## config.mk

```make
export PLATFORM = sky130hd
export DESIGN_NAME = rpp_angle_reduce
export DESIGN_NICKNAME = d
export VERILOG_FILES = /design/src/rtl/core/rotate_point_about_pivot_macros.svh /design/src/rtl/core/rpp_pkg.sv /design/src/rtl/core/rpp_angle_reduce.sv
export SDC_FILE = /design/constraint.sdc
export NUM_CORES = 2
export LEC_CHECK = 0
export BUFFER_PORTS_ARGS = -buffer_cell sky130_fd_sc_hd__buf_4
export CAP_MARGIN = 20
export CORE_ASPECT_RATIO = 1.2
export CORE_MARGIN = 10
export CORE_UTILIZATION = 46
export CTS_BUF_LIST = sky130_fd_sc_hd__clkbuf_4 sky130_fd_sc_hd__clkbuf_8
export DETAILED_ROUTE_END_ITERATION = 6
export SYNTH_ARGS = -nofsm -noshare
export SYNTH_HDL_FRONTEND = slang
export SYNTH_SLANG_ARGS = --single-unit
```

## constraint.sdc

```tcl
create_clock -name clk -period 9.34 [get_ports clk]
set_input_delay 0 -clock clk [delete_from_list [all_inputs] [get_ports clk]]
set_output_delay 0 -clock clk [all_outputs]
set_load 0.005 [all_outputs]
```

## src/rtl/core/rotate_point_about_pivot_macros.svh

```systemverilog
// ----------------------------------------------------------------------------
// rotate_point_about_pivot assertion macros
// clocked on clk, held off while rst_n is low
// ----------------------------------------------------------------------------
`ifndef ROTATE_POINT_ABOUT_PIVOT_MACROS_SVH
`define ROTATE_POINT_ABOUT_PIVOT_MACROS_SVH

// same-cycle implication
`define RPP_ASSERT_IMPL(label, ante, cons) \
  label: assert property (@(posedge clk) disable iff (!rst_n) (ante) |-> (cons)) \
    else $error("rpp check failed");

// next-cycle implication
`define RPP_ASSERT_NEXT(label, ante, cons) \
  label: assert property (@(posedge clk) disable iff (!rst_n) (ante) |=> (cons)) \
    else $error("rpp check failed");

`endif

```

## src/rtl/core/rpp_pkg.sv

```systemverilog
// ----------------------------------------------------------------------------
// rpp_pkg
// shared widths, constants, types and the arctangent table of the point
// rotation pipeline
// ----------------------------------------------------------------------------
`timescale 1ns / 1ps

package rpp_pkg;

  // coordinate and angle formats
  localparam int COORD_WIDTH  = 32;
  localparam int ANGLE_WIDTH  = 32;
  localparam int CORDIC_STEPS = 24;

  // datapath widths
  localparam int DP_WIDTH   = 64;
  localparam int GUARD_BITS = 60 - COORD_WIDTH;
  localparam int OFS_WIDTH  = COORD_WIDTH + 1;
  localparam int Z_WIDTH    = 34;
  localparam int RND_WIDTH  = DP_WIDTH - GUARD_BITS;
  localparam int SUM_WIDTH  = RND_WIDTH + 1;

  // stream widths
  localparam int IN_PAYLOAD_WIDTH  = 4 * COORD_WIDTH + ANGLE_WIDTH;
  localparam int IN_TDATA_WIDTH    = ((IN_PAYLOAD_WIDTH + 7) / 8) * 8;
  localparam int OUT_PAYLOAD_WIDTH = 2 * COORD_WIDTH;
  localparam int OUT_TDATA_WIDTH   = ((OUT_PAYLOAD_WIDTH + 7) / 8) * 8;

  // angle reduction: integer degrees split as 8 * w + low3, w reduced mod 45
  localparam logic [10:0] RECIP_45    = 11'd1456;   // floor(2^16 / 45)
  localparam logic [12:0] MUL_45      = 13'd45;
  localparam logic [6:0]  MOD_45      = 7'd45;
  localparam logic [9:0]  MOD_OFFSET  = 10'd352;    // -(32768 mod 360) mod 360
  localparam logic [9:0]  DEG_TURN    = 10'd360;
  localparam logic [24:0] DEG_HALF    = 25'd11796480;
  localparam logic signed [25:0] DEG_FULL    = 26'sd23592960;
  localparam logic signed [25:0] DEG_QUARTER = 26'sd5898240;

  // degrees to radians, pi/180 in Q0.32
  localparam logic [26:0] DEG2RAD_Q32 = 27'd74961321;
  localparam int          RAD_SHIFT   = 18;
  localparam int          RAD_PROD_W  = 23 + 27;

  // inverse cordic gain in Q30
  localparam logic [29:0] INV_GAIN_Q30 = 30'd652032874;
  localparam int          GAIN_SHIFT   = 30;
  localparam int          MUL_SPLIT    = 32;
  localparam int          HI_WIDTH     = DP_WIDTH - 1 - MUL_SPLIT;

  // point of coordinate width
  typedef struct packed {
    logic signed [COORD_WIDTH-1:0] y;
    logic signed [COORD_WIDTH-1:0] x;
  } rpp_pt_t;

  // scaled offset vector in the cordic datapath
  typedef struct packed {
    logic signed [DP_WIDTH-1:0] y;
    logic signed [DP_WIDTH-1:0] x;
  } rpp_vec_t;

  // gain corrected, scaled back offset
  typedef struct packed {
    logic signed [RND_WIDTH-1:0] y;
    logic signed [RND_WIDTH-1:0] x;
  } rpp_rnd_t;

  // atan(2^-i) in Q30 radians, truncated
  function automatic logic [31:0] atan_q30(input logic [4:0] idx);
    logic [31:0] val;
    case (idx)
      5'd0:  val = 32'h3243F6A8;
      5'd1:  val = 32'h1DAC6705;
      5'd2:  val = 32'h0FADBAFC;
      5'd3:  val = 32'h07F56EA6;
      5'd4:  val = 32'h03FEAB76;
      5'd5:  val = 32'h01FFD55B;
      5'd6:  val = 32'h00FFFAAA;
      5'd7:  val = 32'h007FFF55;
      5'd8:  val = 32'h003FFFEA;
      5'd9:  val = 32'h001FFFFD;
      5'd10: val = 32'h000FFFFF;
      5'd11: val = 32'h0007FFFF;
      5'd12: val = 32'h0003FFFF;
      5'd13: val = 32'h0001FFFF;
      5'd14: val = 32'h0000FFFF;
      5'd15: val = 32'h00007FFF;
      5'd16: val = 32'h00003FFF;
      5'd17: val = 32'h00001FFF;
      5'd18: val = 32'h00000FFF;
      5'd19: val = 32'h000007FF;
      5'd20: val = 32'h000003FF;
      5'd21: val = 32'h000001FF;
      5'd22: val = 32'h000000FF;
      5'd23: val = 32'h0000007F;
      5'd24: val = 32'h0000003F;
      5'd25: val = 32'h0000001F;
      5'd26: val = 32'h0000000F;
      5'd27: val = 32'h00000008;
      5'd28: val = 32'h00000004;
      5'd29: val = 32'h00000002;
      5'd30: val = 32'h00000001;
      default: val = 32'h00000000;
    endcase
    return val;
  endfunction

endpackage

```

## src/rtl/core/rpp_angle_reduce.sv

```systemverilog
// ----------------------------------------------------------------------------
// rpp_angle_reduce
// six-stage front end: offsets from the pivot, angle mod 360, fold into
// (-180, 180], quarter-turn swap, conversion to Q30 radians
// ----------------------------------------------------------------------------
`timescale 1ns / 1ps

module rpp_angle_reduce (
  input  logic                               clk,
  input  logic                               rst_n,
  input  logic                               en,
  input  logic                               in_valid,
  input  rpp_pkg::rpp_pt_t                   in_pt,
  input  logic [rpp_pkg::ANGLE_WIDTH-1:0]    in_angle,
  input  rpp_pkg::rpp_pt_t                   in_pivot,
  output logic                               out_valid,
  output rpp_pkg::rpp_vec_t                  out_vec,
  output logic signed [rpp_pkg::Z_WIDTH-1:0] out_z,
  output rpp_pkg::rpp_pt_t                   out_pivot
);

  localparam int OW = rpp_pkg::OFS_WIDTH;

  // valid bits per stage
  logic [5:0] v_r;

  // stage 1 registers
  logic signed [OW-1:0] dx1_r, dy1_r;
  logic [12:0]          w1_r;
  logic [2:0]           lo1_r;
  logic [15:0]          frac1_r;
  logic [7:0]           qe1_r;
  rpp_pkg::rpp_pt_t     pv1_r;

  // stage 2 registers
  logic signed [OW-1:0] dx2_r, dy2_r;
  logic [5:0]           r2_r;
  logic [2:0]           lo2_r;
  logic [15:0]          frac2_r;
  rpp_pkg::rpp_pt_t     pv2_r;

  // stage 3 registers
  logic signed [OW-1:0] dx3_r, dy3_r;
  logic signed [25:0]   ang3_r;
  rpp_pkg::rpp_pt_t     pv3_r;

  // stage 4 registers
  logic signed [OW-1:0] dx4_r, dy4_r;
  logic [22:0]          mag4_r;
  logic                 neg4_r;
  rpp_pkg::rpp_pt_t     pv4_r;

  // stage 5 registers
  logic signed [OW-1:0]              dx5_r, dy5_r;
  logic [rpp_pkg::RAD_PROD_W-1:0]    prod5_r;
  logic                              neg5_r;
  rpp_pkg::rpp_pt_t                  pv5_r;

  // stage 6 registers
  rpp_pkg::rpp_vec_t                 vec6_r;
  logic signed [rpp_pkg::Z_WIDTH-1:0] z6_r;
  rpp_pkg::rpp_pt_t                  pv6_r;

  // stage 1: offsets, integer degrees biased to unsigned, quotient estimate by 45
  logic [15:0] ideg_u;
  logic [23:0] qe_prod;
  assign ideg_u  = {~in_angle[31], in_angle[30:16]};
  assign qe_prod = 24'(ideg_u[15:3]) * 24'(rpp_pkg::RECIP_45);

  // stage 2: remainder mod 45 with one correction
  logic [12:0] q45;
  logic [6:0]  rem7;
  logic [5:0]  rem45;
  assign q45   = 13'(qe1_r) * rpp_pkg::MUL_45;
  assign rem7  = 7'(w1_r - q45);
  assign rem45 = (rem7 >= rpp_pkg::MOD_45) ? 6'(rem7 - rpp_pkg::MOD_45) : 6'(rem7);

  // stage 3: degrees mod 360, fold to (-180, 180]
  logic [9:0]         msum;
  logic [8:0]         mdeg;
  logic [24:0]        amod;
  logic signed [25:0] afold;
  assign msum  = 10'({r2_r, lo2_r}) + rpp_pkg::MOD_OFFSET;
  assign mdeg  = (msum >= rpp_pkg::DEG_TURN) ? 9'(msum - rpp_pkg::DEG_TURN) : 9'(msum);
  assign amod  = {mdeg, frac2_r};
  assign afold = (amod > rpp_pkg::DEG_HALF) ? $signed({1'b0, amod}) - rpp_pkg::DEG_FULL
                                            : $signed({1'b0, amod});

  // stage 4: exact quarter turn and magnitude of the residual
  logic signed [OW-1:0] dx_q, dy_q;
  logic signed [25:0]   ares;
  logic [25:0]          aabs;
  always_comb begin
    dx_q = dx3_r;
    dy_q = dy3_r;
    ares = ang3_r;
    if (ang3_r >= rpp_pkg::DEG_QUARTER) begin
      dx_q = -dy3_r;
      dy_q = dx3_r;
      ares = ang3_r - rpp_pkg::DEG_QUARTER;
    end else if (ang3_r <= -rpp_pkg::DEG_QUARTER) begin
      dx_q = dy3_r;
      dy_q = -dx3_r;
      ares = ang3_r + rpp_pkg::DEG_QUARTER;
    end
  end
  assign aabs = ares[25] ? 26'(-ares) : 26'(ares);

  // stage 6: round to Q30 radians, restore sign, scale offsets up
  logic [rpp_pkg::RAD_PROD_W-1:0]      zsum;
  logic [31:0]                         zmag;
  logic signed [rpp_pkg::Z_WIDTH-1:0]  zpos;
  assign zsum = prod5_r + (rpp_pkg::RAD_PROD_W'(1) << (rpp_pkg::RAD_SHIFT - 1));
  assign zmag = zsum[rpp_pkg::RAD_SHIFT +: 32];
  assign zpos = $signed({{(rpp_pkg::Z_WIDTH-32){1'b0}}, zmag});

  // valid pipeline
  always_ff @(posedge clk) begin
    if (!rst_n) begin
      v_r <= '0;
    end else if (en) begin
      v_r <= {v_r[4:0], in_valid};
    end
  end

  // payload pipeline
  always_ff @(posedge clk) begin
    if (en) begin
      dx1_r   <= $signed({in_pt.x[rpp_pkg::COORD_WIDTH-1], in_pt.x})
               - $signed({in_pivot.x[rpp_pkg::COORD_WIDTH-1], in_pivot.x});
      dy1_r   <= $signed({in_pt.y[rpp_pkg::COORD_WIDTH-1], in_pt.y})
               - $signed({in_pivot.y[rpp_pkg::COORD_WIDTH-1], in_pivot.y});
      w1_r    <= ideg_u[15:3];
      lo1_r   <= ideg_u[2:0];
      frac1_r <= in_angle[15:0];
      qe1_r   <= qe_prod[23:16];
      pv1_r   <= in_pivot;

      dx2_r   <= dx1_r;
      dy2_r   <= dy1_r;
      r2_r    <= rem45;
      lo2_r   <= lo1_r;
      frac2_r <= frac1_r;
      pv2_r   <= pv1_r;

      dx3_r   <= dx2_r;
      dy3_r   <= dy2_r;
      ang3_r  <= afold;
      pv3_r   <= pv2_r;

      dx4_r   <= dx_q;
      dy4_r   <= dy_q;
      mag4_r  <= aabs[22:0];
      neg4_r  <= ares[25];
      pv4_r   <= pv3_r;

      dx5_r   <= dx4_r;
      dy5_r   <= dy4_r;
      prod5_r <= rpp_pkg::RAD_PROD_W'(mag4_r) * rpp_pkg::RAD_PROD_W'(rpp_pkg::DEG2RAD_Q32);
      neg5_r  <= neg4_r;
      pv5_r   <= pv4_r;

      vec6_r.x <= rpp_pkg::DP_WIDTH'(dx5_r) <<< rpp_pkg::GUARD_BITS;
      vec6_r.y <= rpp_pkg::DP_WIDTH'(dy5_r) <<< rpp_pkg::GUARD_BITS;
      z6_r     <= neg5_r ? -zpos : zpos;
      pv6_r    <= pv5_r;
    end
  end

  assign out_valid = v_r[5];
  assign out_vec   = vec6_r;
  assign out_z     = z6_r;
  assign out_pivot = pv6_r;

endmodule

```

==> qor.txt <==
Maximum clock path buffer count - 3
Die height - 382.0 µm
CP Launch Type - flip-flop
CORE AREA - 108200 µm²
RSZ-0062 raised after global routing - no
DR WL/cell - 18.73 µm
Reg2reg path depth - 23
Final Skew - 49.06 ps
Synth unique cells - 88
Cts hold-fix bufs - 297
Initial antenna violation count - 12
Fraction of layout cells with a size suffix above 1 - 14.26%
Relative slew margins - 35.26%
Post-synth EDFFs - 956
CP max FO - 10
Die area - 122900 µm²
Drt first-iter violations - 1746
Worst-margin pin slew - 965.3 ps
Routed WL - 110.8 mm
ANT nets after route - 0
Setup-failing EPs final - 0
Hold Path Sink - qe1_r[0]$_DFFE_PP_
Register area share after synthesis - 57.39%
Fillers - 8863
TritonRoute pass-1 iters - 6
Num ports - 391
Row count - 132
Post-Synthesis Cell Area - 50230 µm²
Final #Nets - 5177
Worst Hold Class - in -> reg
Final Hold Viols - 0
Global placement routability congestion - 0.9159
Clock tree root driver cell - clkbuf_8
Synth warnings - 0
First-pass GRT wire length - 173.6 mm
Worst r2r dst - prod5_r[43]$_DFFE_PP_
Total grt overflow - 0
Final min period - 7366 ps
Via count - 29509
Vias per inst - 4.991
Cell taking the most area after synthesis - edfxtp_1
Largest net degree at the start of global routing - 185
Area Growth Syn to Fin - 19.73%
Reg2reg setup slack - 1970 ps
Asr flop ratio synth - 0%
Worst path arrival time - 7960 ps
Port-buffer cells - 334
Final instance area - 60140 µm²
Synth Area per Inst - 13.78 µm²
Total track usage - 18.23%
Worst reg2reg startpoint - mag4_r[3]$_DFFE_PP_
Crit path required time - 9930 ps
Seq cells post-synth - 962
Worst-path clk slew - 60 ps
Post-CTS resize count - 0
Post-CTS Setup Inserts - 0
Post-synthesis cell count - 3646
Max Slew Vio Count - 0
Multi-input gate area - 18830 µm²
Max Cap Viol - 0
F_max - 135.8 MHz
Worst Setup End Kind - flip-flop
Setup CP Type - reg -> reg
Top cell type's share of synthesized area - 57.15%
Clock Latency Late Sink - 860 ps
Vias in the first global route - 31261
Synth top area cells - edfxtp_1 57%, fa_1 10%, ha_1 9.3%
CTS tree - done
Die W - 321.7 µm
Period utilization - 78.86%
Initial Util - 46.43%
Hold Path Origin - in_angle[28]
Residual DRC - 0
Primary FF master, synth - edfxtp_1
Setup TNS - 0 ps
H-Tree Depth - 4
DP HPWL - 82.69 mm
Hold Path Cell Cnt - 7
Status - completed
CTS sink count - 962
Placed cell area - 54190 µm²
Total CTS buffers - 154
FF+latch area - 28830 µm²
[flip-flops by register name, indices dropped and copies added, names as in the netlist, 34 cells and up]
| register | count |
|---|---|
| pv1_r | 64 |
| out_pivot | 64 |
| out_vec | 66 |
| out_z | 34 |
| pv4_r | 64 |
| pv3_r | 64 |
| pv2_r | 64 |
| pv5_r | 64 |
[per-stage QoR]
step           hold WS [ps]  util [%]  cells  setup WS, ps
2_1_floorplan         98.87         -   3701          2692
6_report              128.4     55.59   5913          1974
5_1_grt               114.2     55.59   5910          1571
3_5_place_dp          179.6     50.09   5332          1995
3_3_place_gp          179.3     50.09   5332          2101
4_1_cts               23.40     55.56   5907          1965
[per-layer routing]
layer / track usage, % / up-vias / wire (µm)
met4: 7.018 / 8 / 3655
met5: 0 / - / 49
met3: 4.101 / 219 / 5610
met1: 21.30 / 14272 / 44400
met2: 32.28 / 678 / 57040
li1: - / 14332 / -
[worst max-delay path, stage by stage, from the launching register on]
cell       delay, ps
edfxtp_1         610
fa_1             720
inv_1             80
fa_1             450
fa_1             490
inv_1             60
fa_1             500
inv_1             60
fa_1             470
inv_1             50
fa_1             520
inv_1             50
fa_1             530
inv_1             40
ha_1             330
o21ai_0          170
o21bai_1         140
or2_2            370
o2111ai_1        360
a31oi_1          270
o41ai_1          520
nor2b_1          100
nor2_1           130
xnor2_1           70
[kinds of logic (layout without fill, tap and decap cells)]
group	after synthesis	after routing	share of synthesized area, %
buffers and inverters	681	1481	5.612
multiplexers	18	18	0.3761
other	1	61	0.007466
XOR/XNOR	206	206	3.592
flip-flops	962	962	57.39
adder cells (fa/ha/maj)	634	634	19.69
AND/OR/NAND/NOR	609	609	6.347
AO/OA/AOI/OAI	535	535	6.982
[cells in the final DEF, fill, tap and decap left out, types with 44 or more instances in the layout]
| master | instances |
|---|---|
| edfxtp_1 | 956 |
| inv_1 | 554 |
| ha_1 | 373 |
| buf_4 | 345 |
| dlygate4sd3_1 | 297 |
| fa_1 | 261 |
| clkbuf_8 | 156 |
| xnor2_1 | 140 |
| nor2_1 | 139 |
| nand2_1 | 137 |
| o21ai_0 | 134 |
| a21oi_1 | 129 |
| nor3_1 | 82 |
| xor2_1 | 66 |
| conb_1 | 56 |
| a21o_1 | 50 |
| clkbuf_4 | 48 |
| nand3_1 | 44 |
[area by class of cell]
type,instances,area share [%]
sequential,962,47.94
multi-input combinational,2058,31.32
timing repair buffer,648,9.441
clock buffer,204,4.169
inverter,555,3.464
tap,1407,2.927
clock inverter,74,0.7261
antenna,5,0.02081
[worst max-delay path by stage]
| stage | start | to | slack [ps] | cells past startpoint |
|---|---|---|---|---|
| final | mag4_r[3]$_DFFE_PP_ | prod5_r[43]$_DFFE_PP_ | 1970 | 23 |
| after global routing | mag4_r[3]$_DFFE_PP_ | prod5_r[43]$_DFFE_PP_ | 1570 | 23 |
| after CTS | mag4_r[3]$_DFFE_PP_ | prod5_r[49]$_DFFE_PP_ | 1970 | 22 |
| after detailed placement | mag4_r[3]$_DFFE_PP_ | prod5_r[49]$_DFFE_PP_ | 2000 | 22 |
| after global placement | mag4_r[3]$_DFFE_PP_ | prod5_r[49]$_DFFE_PP_ | 2100 | 22 |
| after floorplan | mag4_r[3]$_DFFE_PP_ | prod5_r[49]$_DFFE_PP_ | 2690 | 22 |
[cells in the mapped netlist, types with 6 or more instances]
cell type	count
or2_2	11
o22ai_1	6
o211ai_1	12
dfxtp_1	6
nand2b_1	23
o21a_1	27
fa_1	261
nand3_1	44
edfxtp_1	956
o31ai_1	16
nor2b_1	24
nor3_1	82
nand2_1	137
nor4_1	12
o41ai_1	7
o21bai_1	12
a21oi_1	129
o21ai_0	134
inv_1	554
buf_2	15
o311ai_0	9
or4_1	6
or3_1	27
ha_1	373
nand4_1	20
and3_1	16
nor3b_1	20
xor2_1	66
a31oi_1	21
and2_1	8
a211oi_1	15
mux2i_1	14
a21o_1	50
a221o_1	36
xnor2_1	140
buf_4	65
a31o_2	8
clkbuf_1	41
nor2_1	140
Power is not shown: default switching activity piles up to over one toggle a cycle in this logic, so the estimate is an artifact.
